--- config.mk ---
export PLATFORM = sky130hd
export DESIGN_NAME = tcbs_ctrl
export DESIGN_NICKNAME = d
export VERILOG_FILES = /design/src/design/tcbs_pkg.sv /design/src/design/tcbs_ctrl.sv
export SDC_FILE = /design/constraint.sdc
export NUM_CORES = 1
export LEC_CHECK = 0
export CORE_MARGIN = 2
export CORE_UTILIZATION = 52
export CTS_BUF_LIST = sky130_fd_sc_hd__clkbuf_16
export CTS_CLUSTER_SIZE = 12
export DETAILED_ROUTE_END_ITERATION = 10
export DONT_BUFFER_PORTS = 1
export GPL_TIMING_DRIVEN = 0
export HOLD_SLACK_MARGIN = 0.1
export PLACE_DENSITY = 0.65
export SYNTH_ARGS = -nofsm -noshare
export SYNTH_HDL_FRONTEND = slang
export SYNTH_SLANG_ARGS = --single-unit
--- constraint.sdc ---
create_clock -name i_clk -period 2.2 [get_ports i_clk]
set_input_delay 0 -clock i_clk [delete_from_list [all_inputs] [get_ports i_clk]]
set_output_delay 0 -clock i_clk [all_outputs]
set_load 0.1 [all_outputs]
--- src/design/tcbs_pkg.sv ---
`timescale 1ns / 1ps
// ----------------------------------------------------------------------------
// tcbs_pkg
// Shared types and constants of the TCB spline segment sampler.
// ----------------------------------------------------------------------------
package tcbs_pkg;

    localparam int COORD_WIDTH_DEF = 32;
    localparam int SHAPE_FRAC_DEF  = 14;
    localparam int SHAPE_W         = 16;   // tension, continuity, bias width
    localparam int B_W             = 20;   // second multiplier operand width
    localparam int SPP_W           = 5;
    localparam int TV_W            = 17;   // t, t^2, t^3, t_step
    localparam int CFG_AW          = 1;
    localparam int CFG_DW          = 17;

    localparam logic [TV_W-1:0]   T_ONE       = 17'h10000;
    localparam logic [SPP_W-1:0]  SPP_RESET   = 5'd16;
    localparam logic [TV_W-1:0]   TSTEP_RESET = 17'd4096;

    // configuration register indexes
    localparam logic [CFG_AW-1:0] CFG_SPP   = 1'b0;
    localparam logic [CFG_AW-1:0] CFG_TSTEP = 1'b1;

    typedef enum logic [2:0] {
        S_IDLE,
        S_START,
        S_MUL,
        S_POST,
        S_EMIT,
        S_ENDPT,
        S_WIN
    } t_state;

    typedef enum logic [3:0] {
        OP_G1A,
        OP_G2A,
        OP_HA,
        OP_TA,
        OP_G1B,
        OP_G2B,
        OP_HB,
        OP_TB,
        OP_T2,
        OP_T3,
        OP_H00,
        OP_H10,
        OP_H01,
        OP_H11
    } t_op;

    typedef struct packed {
        logic load;      // latch the incoming knot
        t_op  op;
        logic mul;       // register the product
        logic post;      // round, saturate tangent results and write back
        logic seg;       // 0: pending segment, 1: closing segment
        logic t_clr;
        logic t_adv;
        logic emit;      // load the output register
        logic emit_end;  // emitted point is the final knot itself
        logic last;
        logic win;       // update the knot window
    } t_cmd;

    typedef struct packed {
        logic [1:0] knots_seen;
        logic       final_knot;
        logic       out_free;
    } t_stat;

endpackage

--- src/design/tcbs_ctrl.sv ---
`timescale 1ns / 1ps
// ----------------------------------------------------------------------------
// tcbs_ctrl
// Controller: sequences segments, tangent ops, sample ops and emits.
// ----------------------------------------------------------------------------
module tcbs_ctrl (
    input  logic                        i_clk,
    input  logic                        i_rst_n,
    input  logic                        i_in_valid,
    output logic                        o_in_ready,
    input  logic [tcbs_pkg::SPP_W-1:0]  i_spp,
    input  tcbs_pkg::t_stat             i_stat,
    output tcbs_pkg::t_cmd              o_cmd
);
    import tcbs_pkg::*;

    t_state           r_state, n_state;
    t_op              r_op, n_op;
    logic             r_seg, n_seg;
    logic [SPP_W-1:0] r_i, n_i;
    logic             seg_end, i_last;

    assign i_last = ({1'b0, r_i} + 6'd1) == {1'b0, i_spp};

    always_ff @(posedge i_clk) begin
        if (!i_rst_n) begin
            r_state <= S_IDLE;
            r_op    <= OP_G1A;
            r_seg   <= 1'b0;
            r_i     <= '0;
        end else begin
            r_state <= n_state;
            r_op    <= n_op;
            r_seg   <= n_seg;
            r_i     <= n_i;
        end
    end

    always_comb begin
        n_state = r_state;
        n_op    = r_op;
        n_seg   = r_seg;
        n_i     = r_i;
        seg_end = 1'b0;
        unique case (r_state)
            S_IDLE: begin
                if (i_in_valid) begin
                    n_state = S_START;
                end
            end
            S_START: begin
                n_op = OP_G1A;
                if (i_stat.knots_seen >= 2'd2) begin
                    n_seg   = 1'b0;
                    n_state = S_MUL;
                end else if (i_stat.final_knot && i_stat.knots_seen != 2'd0) begin
                    n_seg   = 1'b1;
                    n_state = S_MUL;
                end else begin
                    n_state = S_WIN;
                end
            end
            S_MUL: begin
                n_state = S_POST;
            end
            S_POST: begin
                if (r_op == OP_G1A) begin
                    n_i = '0;
                end
                if (r_op == OP_TB) begin
                    if (i_spp == '0) begin
                        seg_end = 1'b1;
                    end else begin
                        n_op    = OP_T2;
                        n_state = S_MUL;
                    end
                end else if (r_op == OP_H11) begin
                    n_state = S_EMIT;
                end else begin
                    n_op    = t_op'(4'(r_op) + 4'd1);
                    n_state = S_MUL;
                end
            end
            S_EMIT: begin
                if (i_stat.out_free) begin
                    if (i_last) begin
                        seg_end = 1'b1;
                    end else begin
                        n_i     = r_i + 1'b1;
                        n_op    = OP_T2;
                        n_state = S_MUL;
                    end
                end
            end
            S_ENDPT: begin
                if (i_stat.out_free) begin
                    n_state = S_WIN;
                end
            end
            S_WIN: begin
                n_state = S_IDLE;
            end
            default: begin
                n_state = S_IDLE;
            end
        endcase
        // after the pending segment a final knot still closes the curve
        if (seg_end) begin
            if (!r_seg && i_stat.final_knot) begin
                n_seg   = 1'b1;
                n_op    = OP_G1A;
                n_state = S_MUL;
            end else if (r_seg) begin
                n_state = S_ENDPT;
            end else begin
                n_state = S_WIN;
            end
        end
    end

    always_comb begin
        o_cmd          = '0;
        o_cmd.op       = r_op;
        o_cmd.seg      = r_seg;
        o_in_ready     = 1'b0;
        unique case (r_state)
            S_IDLE: begin
                o_in_ready = 1'b1;
                o_cmd.load = i_in_valid;
            end
            S_MUL: begin
                o_cmd.mul = 1'b1;
            end
            S_POST: begin
                o_cmd.post  = 1'b1;
                o_cmd.t_clr = (r_op == OP_G1A);
            end
            S_EMIT: begin
                o_cmd.emit  = i_stat.out_free;
                o_cmd.t_adv = i_stat.out_free;
                o_cmd.last  = i_last && !r_seg && !i_stat.final_knot;
            end
            S_ENDPT: begin
                o_cmd.emit     = i_stat.out_free;
                o_cmd.emit_end = 1'b1;
                o_cmd.last     = 1'b1;
            end
            S_WIN: begin
                o_cmd.win = 1'b1;
            end
            default: ;
        endcase
    end

endmodule

* Word-level counts from Yosys, hierarchy flattened *
Index checks and enable logic that the tools add are counted.

cells by class
  add/subtract/negate cells = 3
  magnitude comparators = 1
  equality and inequality tests = 17
  multiplexer cells = 45
  reductions and logical operators = 14

operators by type and width
  kind                                            count
  two-way mux 3 bit                               11
  two-way mux 4 bit                               7
  two-way mux 1 bit                               18
  one-hot mux 3 bit (6 select lines)              1
  two-way mux 5 bit                               3
  inequality test 3 bit (second input constant)   4
  one-hot mux 4 bit (3 select lines)              1
  one-hot mux 5 bit (2 select lines)              1
  == test 3 bit (second input constant)           3
  adder 5 x 1 -> 6 bit (second input constant)    1
  == test 3 x 2 -> 1 bit (second input constant)  2
  == test 6 x 5 -> 1 bit                          1
  inequality test 2 bit (second input constant)   3
  adder 5 x 1 -> 5 bit (second input constant)    1
  logical NOT 5 bit                               1
  AND reduction 5 bit                             1
  adder 4 x 1 -> 4 bit (second input constant)    1
  == test 4 x 3 -> 1 bit (second input constant)  1
  == test 4 bit (second input constant)           1
  logical AND 1 bit                               4
  logical NOT 4 bit                               1
  inequality test 4 bit (second input constant)   1
  one-hot mux 1 bit (2 select lines)              2
  AND reduction 4 bit                             1
  7 further kinds                                 9

word-level totals
  bits in registers = 13
  bits of input ports = 12
  word-level logic and storage cells = 84

* Logic depth before layout (Yosys ltp) *
  depth in word-level cells = 7
  gate-level depth with buffers = 7
  mapped depth without buffers = 7

* Worst setup path before layout *
Ideal clock, no wire load.

  path kind = reg2out
  from = register r_i[0]
  to = output port o_cmd[1] (netlist name)
  data arrival time = 3.590 ns
  data required time = 2.200 ns
  setup slack = -1.390 ns
  stages on the path, launching flop included = 7
  path buffers = 0
  cell sequence = dfxtp_1 ha_1 xnor2_1 xnor2_1 a2111oi_4 a21oi_1 nor3_1

RTL lines
  item                      RTL line         source
  start: declaration        tcbs_ctrl.sv:20  logic [SPP_W-1:0] r_i, n_i;
  start signal: assignment  tcbs_ctrl.sv:35  r_i <= n_i;
  end: declaration          tcbs_ctrl.sv:13  output tcbs_pkg::t_cmd o_cmd

==> impl_metrics.ini <==
[placement]
port_buffers = 0
place_hpwl_microns = 2276
place_inst = 180
placed_cell_area_sq_um = 1247
globalplace.congestion = 0.8569

[critical_path]
path_delay_family = simple AND/OR/NAND/NOR gates
required_ns = 2.20
critical_path_class = reg -> out
path_cells = nor3b_2, o21ai_2, a2111oi_4, a21oi_2, nor3_4
max_stage_delay_ns = 0.77
cp_max_fo = 6
crit_arrival_ns = 2.41
cp-end-kind = output port
reg2reg_setup_slack_ns = -0.04
crit_slowest_cell = nor3_4
startpoint_type = flop
cp_num_buf_inv = 0

[routing]
viasPerCell = 6.502
drtIter0Drc = 66
wl_per_cell_microns = 17.89
ant_nets = 0
totalWireLength_microns = 3631
drc = 0
vias = 1320
firstDrtPassIters = 4

[logic_synthesis]
yosysWarnings = 0
synth_compound_area_frac = 0.3009
muxShareOfSynthArea = 0.01770
syn_avg_cell_area_sq_um = 7.541
synth_ff_type = dfxtp_1
synth_fp_nets = 166
syn_inst = 150
synth_xor_area_frac = 0.05420
synth_area_leaders = dfxtp_1, nor3_1, ha_1
synth_top_family_by_area = compound AO/OA/AOI/OAI gates
synth_edf_count = 0
async_reset_ff_frac = 0
synth_top_cell_area_share = 0.2301
ys_ff_latch = 13
synth.yosys.seq_area_share = 0.2301
synthDistinctLibCells = 46
synth_area_leader_cell = dfxtp_1
synth_area_sq_um = 1131
synth_simple_gate_area_frac = 0.2865
synth_fa_ha_area_frac = 0.04425

[floorplan]
ioPinCount = 27
die_x_microns = 50.64
die_h_microns = 50.64
die_area_sq_um = 2564
std_cell_rows = 16
start_util = 0.5650
core-area_sq_um = 2002

[global_route]
track_usage = 0.2960
grt_pass1_wl_microns = 5754
grt_max_degree = 11
gr-total-overflow = 0
antenna_found_initial = 0
grt_pass1_vias = 1205

[min_path]
holdCritPathClass = in -> reg

[pwr]
leakagePower_nw = 0.5931
powerDensity_nw_per_um2 = 937.5
peakVddDrop_v = 0.0007138
power_mw = 1.517

[timing]
worst_pin_slew_ns = 0.9891
finalHoldViolations = 0
slew_viol_final = 0
max_freq_mhz = 415.8
fin_crit_ns = 2.405
setup_viol = 2
setup_slack_ns = -0.2051
post-route-period-util = 1.093
relSlewSlack = 0.3385
fin_worst_skew_ns = 0.0006764
rsz0062_at_grt = true

[clock_tree]
cts_tree = done
cts_buffer_depth = 2
cts_buffers = 3
cts_root_buffer = clkbuf_16
clkLatencyLatePin_ns = 0.25
clkTransAtPathRegs_ns = 0.05
htree_num_levels = 1
cts_sinks = 13

[final_layout]
nFillCells = 146
stdcell_count = 203
n_antenna_cell = 0
drive_gt1_frac = 0.3295
nNetsFinal = 193
stdcell_area_sq_um = 1618
area_growth_syn_to_layout_pct = 43.03

[run_status]
failed_checks = setup timing
outcome = finished with violations

[run]
cap_viol_max_count = 0
## layer usage
layer / vias up / track usage / share of wire / routed length, microns
li1: 610 / - / - / -
met1: 621 / 0.4022 / 0.41 / 1498
met2: 82 / 0.4759 / 0.47 / 1724
met3: 7 / 0.03571 / 0.096 / 349
met4: 0 / 0.1171 / 0.016 / 59
met5: - / 0 / 0 / 0
## layout by cell type (no fill, tap or decap), types with 3 or more instances in the layout
| master | n |
|---|---|
| clkbuf_16 | 3 |
| ha_1 | 3 |
| dfxtp_1 | 5 |
| buf_8 | 3 |
| clkinvlp_4 | 4 |
| nand2_1 | 8 |
| nor3_1 | 6 |
| a31oi_1 | 3 |
| inv_1 | 10 |
| a21oi_1 | 5 |
| dfxtp_2 | 4 |
| dlygate4sd3_1 | 5 |
| dfxtp_4 | 4 |
| nor2_1 | 8 |
| nor2b_1 | 5 |
| xnor2_2 | 3 |
| o211ai_1 | 4 |
| a221oi_1 | 5 |
| o21ai_0 | 8 |
| nor3_2 | 4 |
| buf_4 | 16 |
| and3_1 | 3 |
| nand3_1 | 8 |
## where the power goes
part / internal (mW) / switching [mW] / leakage, nW
sequential: 0.265 / 0.0795 / 0.111
clock: 0.240 / 0.106 / 0.0423
combinational: 0.226 / 0.600 / 0.440
## cells by family after synthesis
kind of cell,Yosys count
AO/OA/AOI/OAI,45
XOR/XNOR,7
adder cells (fa/ha/maj),4
buffers and inverters,19
flip-flops,13
multiplexers,2
AND/OR/NAND/NOR,60
## path summary, 6_finish.rpt
path,from,to,cells past startpoint
setup reg to reg,r_i[1],r_state[0],10
hold / removal,i_stat[0],r_op[2],3
hold reg to reg,r_i[2],r_i[2],2
setup / recovery,r_i[3],o_cmd[1],5
## per-stage QoR
| stage | setup TNS, ns | util | hold slack, ns | setup slack [ns] |
|---|---|---|---|---|
| 2_1_floorplan | -2.361 | - | 0.2355 | -0.6323 |
| 3_3_place_gp | -5.104 | 0.5900 | 0.2548 | -0.8149 |
| 3_5_place_dp | -2.759 | 0.6231 | 0.2614 | -0.4581 |
| 4_1_cts | -0.2236 | 0.7713 | 0.1204 | -0.2236 |
| 5_1_grt | -0.6536 | 0.8081 | 0.1547 | -0.2629 |
| 6_report | -0.2477 | 0.8081 | 0.1278 | -0.2051 |
## registers in the layout, summed over array words and instances (netlist names)
register,flops
r_op,4
r_i,5
r_seg,1
r_state,3
## worst reg2reg max path: stages, from the launching register on
cell	delay, ns
dfxtp_4	0.35
ha_4	0.28
xnor2_2	0.10
nand2_1	0.11
buf_4	0.14
buf_4	0.12
buf_4	0.12
buf_4	0.13
nor3_2	0.24
a221oi_1	0.16
a2111oi_1	0.37
## layout make-up
class | instances | area (sq um) | share of cell area
Sequential cell | 13 | 280.3 | 0.1732
Buffer | 5 | 28.78 | 0.01779
Multi-Input combinational cell | 118 | 928.4 | 0.5739
Tap cell | 27 | 33.78 | 0.02088
Clock inverter | 1 | 3.754 | 0.002320
Clock buffer | 3 | 75.07 | 0.04640
Timing Repair Buffer | 22 | 200.2 | 0.1237
Inverter | 14 | 67.56 | 0.04176
## timing repair
item	CTS	global route
hold buffers	5	0
gates resized for setup	25	14
setup buffers	11	3
pin swaps	9	8
setup endpoints to repair	17	12
endpoints found under the hold margin	3	0
## synth_stat cells (all sizes together), types with 2 or more instances
| master | number |
|---|---|
| o211ai | 4 |
| and2 | 2 |
| and3 | 3 |
| a21oi | 6 |
| nor3 | 11 |
| ha | 4 |
| clkbuf | 3 |
| nand2 | 10 |
| nand2b | 2 |
| nand3 | 9 |
| inv | 13 |
| nor2b | 5 |
| xnor2 | 5 |
| nand4 | 2 |
| nor3b | 2 |
| dfxtp | 13 |
| buf | 2 |
| mux2i | 2 |
| nor2 | 8 |
| and3b | 2 |
| o31ai | 2 |
| a221oi | 5 |
| xor2 | 2 |
| a2111oi | 3 |
| a21o | 3 |
| o21ai | 10 |
| a31oi | 3 |
Note: power is estimated with default switching activity, not from simulation.
